### src/hdl/shb_pkg.sv
// ----------------------------------------------------------------------------
// shb_pkg
// constants, a control type and a rotate function shared by the sha-256 byte hasher
// ----------------------------------------------------------------------------
package shb_pkg;

    localparam int ROUNDS = 64;
    localparam int BLOCK_BYTES = 64;
    localparam int DIGEST_WORDS = 8;

    localparam logic [31:0] H_INIT [DIGEST_WORDS] = '{
        32'h6a09e667, 32'hbb67ae85, 32'h3c6ef372, 32'ha54ff53a,
        32'h510e527f, 32'h9b05688c, 32'h1f83d9ab, 32'h5be0cd19
    };

    localparam logic [31:0] ROUND_K [ROUNDS] = '{
        32'h428a2f98, 32'h71374491, 32'hb5c0fbcf, 32'he9b5dba5,
        32'h3956c25b, 32'h59f111f1, 32'h923f82a4, 32'hab1c5ed5,
        32'hd807aa98, 32'h12835b01, 32'h243185be, 32'h550c7dc3,
        32'h72be5d74, 32'h80deb1fe, 32'h9bdc06a7, 32'hc19bf174,
        32'he49b69c1, 32'hefbe4786, 32'h0fc19dc6, 32'h240ca1cc,
        32'h2de92c6f, 32'h4a7484aa, 32'h5cb0a9dc, 32'h76f988da,
        32'h983e5152, 32'ha831c66d, 32'hb00327c8, 32'hbf597fc7,
        32'hc6e00bf3, 32'hd5a79147, 32'h06ca6351, 32'h14292967,
        32'h27b70a85, 32'h2e1b2138, 32'h4d2c6dfc, 32'h53380d13,
        32'h650a7354, 32'h766a0abb, 32'h81c2c92e, 32'h92722c85,
        32'ha2bfe8a1, 32'ha81a664b, 32'hc24b8b70, 32'hc76c51a3,
        32'hd192e819, 32'hd6990624, 32'hf40e3585, 32'h106aa070,
        32'h19a4c116, 32'h1e376c08, 32'h2748774c, 32'h34b0bcb5,
        32'h391c0cb3, 32'h4ed8aa4a, 32'h5b9cca4f, 32'h682e6ff3,
        32'h748f82ee, 32'h78a5636f, 32'h84c87814, 32'h8cc70208,
        32'h90befffa, 32'ha4506ceb, 32'hbef9a3f7, 32'hc67178f2
    };

    localparam logic [7:0] PAD_BYTE = 8'h80;
    localparam logic [63:0] BLOCK_BITS = 64'd512;

    typedef struct packed {
        logic start;
        logic busy;
    } t_rnd_ctl;

    function automatic logic [31:0] ror32(input logic [31:0] x, input int n);
        return (x >> n) | (x << (32 - n));
    endfunction

endpackage

### src/hdl/shb_rounds.sv
// ----------------------------------------------------------------------------
// shb_rounds
// one sha-256 round per cycle over a 16-word schedule window
// ----------------------------------------------------------------------------
module shb_rounds
    import shb_pkg::*;
(
    input  logic                i_clk,
    input  logic                i_rst_n,
    input  logic                i_start,
    input  logic [511:0]        i_block,
    input  logic [31:0]         i_hash [DIGEST_WORDS],
    output t_rnd_ctl            o_ctl,
    output logic [31:0]         o_hash [DIGEST_WORDS]
);

    logic        r_busy, n_busy;
    logic [5:0]  r_round;
    logic [31:0] r_w [16];
    logic [31:0] r_v [8];
    logic [31:0] r_h [8];
    logic        r_fold;

    logic [31:0] w_new, t1, t2, s0, s1, e_sum, a_sum, ch, mj;

    always_comb begin
        s0 = ror32(r_w[1], 7) ^ ror32(r_w[1], 18) ^ (r_w[1] >> 3);
        s1 = ror32(r_w[14], 17) ^ ror32(r_w[14], 19) ^ (r_w[14] >> 10);
        w_new = s1 + r_w[9] + s0 + r_w[0];
        e_sum = ror32(r_v[4], 6) ^ ror32(r_v[4], 11) ^ ror32(r_v[4], 25);
        ch = (r_v[4] & r_v[5]) ^ (~r_v[4] & r_v[6]);
        t1 = r_v[7] + e_sum + ch + ROUND_K[r_round] + r_w[0];
        a_sum = ror32(r_v[0], 2) ^ ror32(r_v[0], 13) ^ ror32(r_v[0], 22);
        mj = (r_v[0] & r_v[1]) ^ (r_v[0] & r_v[2]) ^ (r_v[1] & r_v[2]);
        t2 = a_sum + mj;
        n_busy = r_busy;
        if (i_start) begin
            n_busy = 1'b1;
        end else if (r_busy && r_round == 6'd63) begin
            n_busy = 1'b0;
        end
    end

    always_ff @(posedge i_clk) begin
        if (!i_rst_n) begin
            r_busy <= 1'b0;
            r_fold <= 1'b0;
            r_round <= '0;
        end else begin
            r_busy <= n_busy;
            r_fold <= r_busy && r_round == 6'd63;
            if (i_start) begin
                r_round <= '0;
            end else if (r_busy) begin
                r_round <= r_round + 6'd1;
            end
        end
    end

    always_ff @(posedge i_clk) begin
        if (i_start) begin
            for (int i = 0; i < 16; i++) begin
                r_w[i] <= i_block[511 - 32*i -: 32];
            end
            for (int i = 0; i < 8; i++) begin
                r_v[i] <= i_hash[i];
                r_h[i] <= i_hash[i];
            end
        end else if (r_busy) begin
            for (int i = 0; i < 15; i++) begin
                r_w[i] <= r_w[i+1];
            end
            r_w[15] <= w_new;
            r_v[7] <= r_v[6]; r_v[6] <= r_v[5]; r_v[5] <= r_v[4];
            r_v[4] <= r_v[3] + t1;
            r_v[3] <= r_v[2]; r_v[2] <= r_v[1]; r_v[1] <= r_v[0];
            r_v[0] <= t1 + t2;
        end else if (r_fold) begin
            for (int i = 0; i < 8; i++) begin
                r_h[i] <= r_h[i] + r_v[i];
            end
        end
    end

    // busy covers the rounds and the fold cycle
    assign o_ctl.busy = r_busy || r_fold;
    assign o_ctl.start = i_start;
    assign o_hash = r_h;

endmodule

### src/hdl/sha256_byte_hasher.sv
// ----------------------------------------------------------------------------
// sha256_byte_hasher
// streaming sha-256: bytes in, eight digest words out per finish request
// ----------------------------------------------------------------------------
// Byte requests may follow back to back. The 64th byte of a block is the
// exception: it holds the input while the shared round unit loads the block,
// runs 64 rounds and folds the result. A finish request shifts the padding in
// one byte per cycle up to the block end (64 minus the fill), then runs one
// compression. When 8 or fewer bytes are free, a second pass of padding over a
// whole block and a second compression follow. The eight digest words then go
// out one per cycle as they are taken. Input is not ready until the last word
// is gone. The round unit sets the throughput.
module sha256_byte_hasher
    import shb_pkg::*;
(
    input  logic        i_clk,
    input  logic        i_rst_n,
    input  logic        s_axis_tvalid,
    output logic        s_axis_tready,
    input  logic [7:0]  s_axis_tdata,   // data_byte
    input  logic [1:0]  s_axis_tuser,   // has_byte, finish
    output logic        m_axis_tvalid,
    input  logic        m_axis_tready,
    output logic [39:0] m_axis_tdata,   // digest_word, word_index, zero fill
    output logic        m_axis_tlast    // last_word
);

    typedef enum logic [4:0] {
        S_IDLE  = 5'b00001,
        S_COMP  = 5'b00010,
        S_PAD   = 5'b00100,
        S_PCOMP = 5'b01000,
        S_OUT   = 5'b10000
    } t_state;

    t_state       r_state, n_state;
    logic [511:0] r_blk;
    logic [5:0]   r_fill;
    logic [63:0]  r_bits;
    logic [63:0]  r_total;
    logic         r_fin;
    logic         r_padded;
    logic         r_last;
    logic [2:0]   r_idx;
    logic [31:0]  r_hin [DIGEST_WORDS];
    logic         r_start;
    logic         r_launched;

    logic [31:0]  rnd_hash [DIGEST_WORDS];
    t_rnd_ctl     rnd_ctl;
    logic         acc, has_b, fin_b;
    logic         comp_done;
    logic         start_req;
    logic [7:0]   pad_byte;

    assign has_b = s_axis_tuser[0];
    assign fin_b = s_axis_tuser[1];
    assign acc = s_axis_tvalid && s_axis_tready;
    assign s_axis_tready = r_state == S_IDLE;
    assign comp_done = r_launched && !rnd_ctl.busy && !r_start;
    assign start_req = (r_state == S_IDLE && acc && has_b && r_fill == 6'd63) ||
                       (r_state == S_PAD && r_fill == 6'd63);

    // pad byte first, then zeros, length bytes at the tail of the last block
    always_comb begin
        if (!r_padded) begin
            pad_byte = PAD_BYTE;
        end else if (r_last && r_fill >= 6'd56) begin
            pad_byte = r_total[63:56];
        end else begin
            pad_byte = 8'd0;
        end
    end

    shb_rounds u_rounds (
        .i_clk   (i_clk),
        .i_rst_n (i_rst_n),
        .i_start (r_start),
        .i_block (r_blk),
        .i_hash  (r_hin),
        .o_ctl   (rnd_ctl),
        .o_hash  (rnd_hash)
    );

    always_comb begin
        n_state = r_state;
        case (r_state)
            S_IDLE: begin
                if (acc) begin
                    if (has_b && r_fill == 6'd63) begin
                        n_state = S_COMP;
                    end else if (fin_b) begin
                        n_state = S_PAD;
                    end
                end
            end
            S_COMP: if (comp_done) n_state = r_fin ? S_PAD : S_IDLE;
            S_PAD: if (r_fill == 6'd63) n_state = S_PCOMP;
            S_PCOMP: if (comp_done) n_state = r_last ? S_OUT : S_PAD;
            S_OUT: if (m_axis_tready && r_idx == 3'd7) n_state = S_IDLE;
            default: n_state = S_IDLE;
        endcase
    end

    always_ff @(posedge i_clk) begin
        if (!i_rst_n) begin
            r_state <= S_IDLE;
            r_fill <= '0;
            r_bits <= '0;
            r_fin <= 1'b0;
            r_padded <= 1'b0;
            r_last <= 1'b0;
            r_idx <= '0;
            r_start <= 1'b0;
            r_launched <= 1'b0;
            for (int i = 0; i < DIGEST_WORDS; i++) r_hin[i] <= H_INIT[i];
        end else begin
            r_state <= n_state;
            r_start <= start_req;
            if (r_start) begin
                r_launched <= 1'b1;
            end else if (comp_done) begin
                r_launched <= 1'b0;
            end
            if (comp_done) begin
                r_hin <= rnd_hash;
            end else if (r_state == S_OUT && m_axis_tready && r_idx == 3'd7) begin
                for (int i = 0; i < DIGEST_WORDS; i++) r_hin[i] <= H_INIT[i];
            end
            case (r_state)
                S_IDLE: begin
                    if (acc) begin
                        r_fin <= fin_b;
                        if (has_b) begin
                            r_blk <= {r_blk[503:0], s_axis_tdata};
                            r_fill <= r_fill + 6'd1;
                        end
                    end
                end
                S_COMP: if (comp_done) r_bits <= r_bits + BLOCK_BITS;
                S_PAD: begin
                    r_blk <= {r_blk[503:0], pad_byte};
                    r_fill <= r_fill + 6'd1;
                    if (!r_padded) begin
                        // length fits behind the pad byte only below byte 56
                        r_padded <= 1'b1;
                        r_last <= r_fill < 6'd56;
                        r_total <= r_bits + {55'd0, r_fill, 3'd0};
                    end else if (r_last && r_fill >= 6'd56) begin
                        r_total <= {r_total[55:0], 8'd0};
                    end
                end
                S_PCOMP: if (comp_done && !r_last) r_last <= 1'b1;
                S_OUT: begin
                    if (m_axis_tready) begin
                        r_idx <= r_idx + 3'd1;
                        if (r_idx == 3'd7) begin
                            r_bits <= '0;
                            r_padded <= 1'b0;
                            r_last <= 1'b0;
                        end
                    end
                end
                default: ;
            endcase
        end
    end

    assign m_axis_tvalid = r_state == S_OUT;
    assign m_axis_tdata = {5'd0, r_idx, r_hin[r_idx]};
    assign m_axis_tlast = r_idx == 3'd7;

endmodule

### config.mk
export PLATFORM = sky130hd
export DESIGN_NAME = sha256_byte_hasher
export DESIGN_NICKNAME = d
export VERILOG_FILES = /design/src/hdl/shb_pkg.sv /design/src/hdl/shb_rounds.sv /design/src/hdl/sha256_byte_hasher.sv
export SDC_FILE = /design/constraint.sdc
export NUM_CORES = 2
export LEC_CHECK = 0
export BUFFER_PORTS_ARGS = -buffer_cell sky130_fd_sc_hd__buf_4
export CORE_UTILIZATION = 45
export DETAILED_ROUTE_END_ITERATION = 8
export GPL_ROUTABILITY_DRIVEN = 1
export PLACE_DENSITY = 0.66
export RECOVER_POWER = 100
export SLEW_MARGIN = 15
export SYNTH_ARGS = -nofsm -noshare
export SYNTH_HDL_FRONTEND = slang
export SYNTH_SLANG_ARGS = --single-unit
### constraint.sdc
create_clock -name i_clk -period 19.3 [get_ports i_clk]
set_input_delay 3.86 -clock i_clk [delete_from_list [all_inputs] [get_ports i_clk]]
set_output_delay 3.86 -clock i_clk [all_outputs]
set_load 0.05 [all_outputs]
## Word-level counts from Yosys, hierarchy flattened

Memories as Yosys holds them, arrays and structs flattened.
Cells that the tools add are included.

- Add/subtract/negate cells: 23
- $mul: 0
- Div/mod/pow operators: 0
- $lt $le $gt $ge: 4
- Equality and inequality tests: 21
- Shift-type cells: 0
- Muxes and demuxes: 73
- Bitwise logic cells: 54
- Reductions and logical operators: 38

Operator list:

| kind | count |
|---|---|
| two-way mux 256 bit | 5 |
| two-way mux 512 bit | 2 |
| case mux 512 bit (2 select lines) | 1 |
| two-way mux 32 bit | 28 |
| adder 32 bit | 18 |
| two-way mux 64 bit | 5 |
| bitwise XOR 32 bit | 9 |
| AND 32 bit | 5 |
| case mux 64 bit (2 select lines) | 1 |
| binary-select mux 32 bit (select 3 bit) | 1 |
| adder 64 x 10 -> 64 bit (second input constant) | 1 |
| adder 64 x 9 -> 64 bit | 1 |
| two-way mux 5 bit | 8 |
| NOT 32 bit | 1 |
| bitwise OR 10 x 32 -> 32 bit | 1 |
| bitwise OR 13 x 32 -> 32 bit | 1 |
| bitwise OR 14 x 32 -> 32 bit | 1 |
| bitwise OR 15 x 32 -> 32 bit | 1 |
| bitwise OR 19 x 32 -> 32 bit | 1 |
| bitwise OR 21 x 32 -> 32 bit | 1 |
| bitwise OR 25 x 32 -> 32 bit | 1 |
| bitwise OR 26 x 32 -> 32 bit | 1 |
| bitwise OR 30 x 32 -> 32 bit | 1 |
| bitwise OR 7 x 32 -> 32 bit | 1 |
| 41 further kinds | 117 |

- Register bits after elaboration: 1179
- Bits in latches: 0
- Memory bits (writable): 768
- Memory bits (read-only): 2048
- Input port bits: 14
- Output and inout bits: 43
- Logic and storage cells: 246
- Memories: 3

Memories:

| memory | words | bits a word | read ports | clocked after memory_dff | write ports | line | text |
|---|---|---|---|---|---|---|---|
| (name not given) | 64 | 32 | 1 | 0 | 0 | shb_rounds.sv:32 | `t1 = r_v[7] + e_sum + ch + ROUND_K[r_round] + r_w[0];` |
| u_rounds.r_w | 16 | 32 | 16 | 0 | 16 | shb_rounds.sv:19 | `logic [31:0] r_w [16];` |
| u_rounds.r_v | 8 | 32 | 8 | 0 | 8 | shb_rounds.sv:20 | `logic [31:0] r_v [8];` |

## Longest topological paths before layout

An unclocked memory read counts as a cell.

- Depth in word-level cells: 10
- Depth in mapped cells: 45
- Depth with buffers taken out: 42

## Cells and area by module

A second synthesis with hierarchy kept.

- Cell total of the unflattened synthesis: 9506
- Area total of the unflattened synthesis: 103389.2 um2

Modules (own cells, without submodules):

| module | instances | cells an instance | area each (um2) | sequential area each (um2) |
|---|---|---|---|---|
| shb_rounds | 1 | 7407 | 71095.7 | 30909.6 |
| sha256_byte_hasher | 1 | 2099 | 32293.5 | 23812.8 |

## Least setup slack after synthesis

OpenSTA, ideal clock, no wires.

- Path type: register to register
- Start: register u_rounds.r_busy
- End: register u_rounds.r_h, in the netlist u_rounds.o_hash[0], enable pin
- Library setup time: 1227 ps
- Arrival time: 18409 ps
- Data required time: 18073 ps
- Setup slack: -336 ps
- Stages on the path, launching flop included: 3
- Path buffers: 1
- Clock period less this slack: 19636 ps
- Cells stage by stage: dfxtp_1 -> clkbuf_1 -> o21ai_0

- Cells in the longest elaborated chain, start to end: 2

Ends and longest elaborated chain:

| item | line | text |
|---|---|---|
| from (decl) | shb_rounds.sv:17 | `logic r_busy, n_busy;` |
| from (signal assigned) | shb_rounds.sv:50 | `r_busy <= n_busy;` |
| != test 2 bit (no line) | - |  |
| AND reduction 2 bit (no line) | - |  |
| to (signal, indexed assignment) | shb_rounds.sv:67 | `r_h[i] <= i_hash[i];` |
| to (signal, indexed assignment) | shb_rounds.sv:80 | `r_h[i] <= r_h[i] + r_v[i];` |
| to (decl) | shb_rounds.sv:21 | `logic [31:0] r_h [8];` |

Every way passes these cells.
A chain may end at the register's enable or synchronous reset.

## Worst setup path after layout

- Start: register r_start
- End: register u_rounds.r_h, in the netlist u_rounds.o_hash[144], enable pin

- Cells in the longest elaborated chain, start to end: 2
- Elaborated cells on any way between the ends: 3
- Those cells by class: eq/ne: 1; reduce/logical: 2

Ends and longest elaborated chain:

| item | line | text |
|---|---|---|
| from (decl) | sha256_byte_hasher.sv:46 | `logic r_start;` |
| from (signal assigned) | sha256_byte_hasher.sv:119 | `r_start <= start_req;` |
| != test 2 bit (no line) / nonzero test 2 bit (equally long branches) | - |  |
| AND reduction 2 bit (no line) * | - |  |

Every way passes the cells marked *; elsewhere a longest branch is shown, timed or not.

==> flow_metrics.tcl <==
set metrics [dict create \
    status "complete, but fails checks" \
    violations "capacitance limit, slew limit" \
    synth_cell_types 105 \
    ys_ff_latch 1935 \
    grt_usage 0.253 \
    gp_congestion 0.955 \
    ir_drop_mv 0.0951 \
    postCtsSetupBuffers 0 \
    rsz0062_at_grt "false" \
    start_kind "flop" \
    drtPass1Iterations 6 \
    arrival_ns 14.55 \
    synth_ff_type "edfxtp_1" \
    dieWidth_um 479 \
    yosysTopAreaCell "edfxtp_1" \
    nets 9874 \
    synth_mux_area_frac 0.0493 \
    area_growth_pct 9.12 \
    synth_top_cell_area_share 0.468 \
    clk_latency_ns 0.90 \
    clockRootBuffer "clkbuf_16" \
    criticalPathCategory "flop to flop" \
    synth-compound-area-share 0.113 \
    grt_pass1_wl_um 443000 \
    endpoint_kind "flop" \
    critPathMaxFanout 131 \
    cts_max_level 4 \
    rows 174 \
    dieArea_um2 230000 \
    setup_viol 0 \
    cts.clk_slew.worst_paths_ns 0.06 \
    cap_violations 46 \
    ys_top_cells_by_area "edfxtp_1, nand2_1, dfxtp_1" \
    cts_resized 0 \
    drv_slew 2877 \
    antenna_found_initial 9 \
    post_drt_wl_per_cell_um 23.7 \
    die_y_um 479 \
    dp_cells 12058 \
    slew_headroom -5.52 \
    grt_max_degree 202 \
    routed_wl_um 294000 \
    synthXorXnorAreaFrac 0.0526 \
    synth_async_sr_flop_share 0 \
    crit_required_ns 19.65 \
    core_um2 226000 \
    ios 57 \
    ant_nets 0 \
    vias_per_cell 5.82 \
    fin_cells 12444 \
    cts_made_buffers 202 \
    syn_area_um2 103000 \
    drc_errors 0 \
    finalCriticalPeriod_ns 14.20 \
    clock_path_buffers 3 \
    hold_viol_final 0 \
    synth_fa_ha_area_frac 0.0884 \
    yosys_warnings 0 \
    p_leak_uw 0.0415 \
    drtIter0Drc 7232 \
    initial_utilization 0.454 \
    avgSynthCellArea_um2 10.9 \
    max_freq_mhz 70.4 \
    synth-edff-count 1597 \
    cts_tree "yes" \
    cellPowerDensity_nw_per_um2 78.9 \
    finalCritPeriodShare 0.736 \
    port_buffers 51 \
    skew_ns 0.0825 \
    fin_tns_setup_ns 0 \
    num_vias 72389 \
    tightest_slew_ns 9.78 \
    synth-seq-area-share 0.533 \
    final_layout_size_suffix_gt1_frac 0.0792 \
    numClockSinks 1935 \
    grt_pass1_vias 70096 \
    postCtsHoldBufs 0 \
    synth_simple_gate_area_frac 0.131 \
    hp-class "flop to flop" \
    synth_top_family_by_area "simple AND/OR/NAND/NOR gates" \
    overflow 0 \
    hpwl_um 205000 \
    synthCells 9407 \
]
path summary, 6_finish.rpt:
check / start / endpoint / slack, ns / depth (start not counted)
setup / recovery: r_start$_SDFF_PN0_ / u_rounds.o_hash[144]$_DFFE_PP_ / 5.10 / 4
hold / removal: r_blk[503]$_DFFE_PP_ / r_blk[511]$_DFFE_PP_ / 0.41 / 0
setup reg to reg: r_start$_SDFF_PN0_ / u_rounds.o_hash[144]$_DFFE_PP_ / 5.10 / 4
hold reg to reg: r_blk[503]$_DFFE_PP_ / r_blk[511]$_DFFE_PP_ / 0.41 / 0
metal layers:
| layer | global-route usage | part of all wire | vias up |
|---|---|---|---|
| met3 | 0.0380 | 0.080 | 458 |
| met5 | 0 | 0.000024 | - |
| met2 | 0.386 | 0.45 | 2919 |
| li1 | - | - | 33107 |
| met1 | 0.368 | 0.44 | 35903 |
| met4 | 0.0824 | 0.033 | 2 |
state kept, by name, summed over array words and instances (netlist names), 55 cells and up:
register,count
u_rounds.o_hash,256
r_total,61
r_bits,55
u_rounds.r_w,512
r_hin,256
r_blk,512
u_rounds.r_v,256
where the power goes:
part,internal (uW),switching [uW]
logic,56.5,157
registers,4690,64.2
clock network,2170,1700
total,6910,1930
synthesized netlist by cell type, types with 287 or more instances:
library cell	instances
xnor2_1	324
xor2_1	287
mux2_2	289
ha_1	395
inv_1	374
nor2_1	316
dfxtp_1	338
clkbuf_1	424
a21oi_1	359
nand2_1	2209
o21ai_0	523
edfxtp_1	1597
through the flow:
| stage | cell area [um^2] | setup slack, ns | power [uW] | utilization | hold slack (ns) |
|---|---|---|---|---|---|
| after global routing | 112000 | 4.06 | 9090 | 0.496 | 0.409 |
| after detailed placement | 106000 | 8.59 | 5050 | 0.468 | 0.429 |
| after global placement | 106000 | 8.55 | 5040 | 0.468 | 0.422 |
| after CTS | 112000 | 8.55 | 8900 | 0.497 | 0.401 |
| final | 112000 | 5.10 | 8840 | 0.496 | 0.408 |
| after floorplan | 103000 | 2.52 | 5040 | - | 0.420 |
area by class of cell:
class / instances / area (um^2)
fill: 20047 / 114000
sequential: 1935 / 54700
multi-input combinational: 6620 / 44600
clock buffer: 264 / 5450
tap: 2992 / 3740
inverter: 377 / 1420
clock inverter: 118 / 1140
timing repair buffer: 134 / 857
antenna: 4 / 10.0
placed cells by master (no fill, tap or decap), drive strengths merged, types with 289 or more instances in the layout:
master / n
ha: 395
nor2: 317
xnor2: 324
edfxtp: 1597
o21ai: 542
inv: 379
a21oi: 359
dfxtp: 338
mux2: 289
clkbuf: 317
nand2: 2210
worst max-delay path: stages, from the launching register on:
cell	delay (ns)
dfxtp_1	1.24
clkinvlp_2	1.75
o21ai_4	0.32
clkbuf_1	6.76
clkbuf_1	3.31
logic make-up (layout without fill, tap and decap cells):
family                   count (synthesis)  count (layout)
XOR/XNOR                               613             613
flip-flops                            1935            1935
buffers and inverters                  856             893
other                                    1               9
AND/OR/NAND/NOR                       3169            3169
adder cells (fa/ha/maj)                612             612
multiplexers                           382             382
AO/OA/AOI/OAI                         1839            1839
No activity file was read; power rests on OpenSTA's default activity.
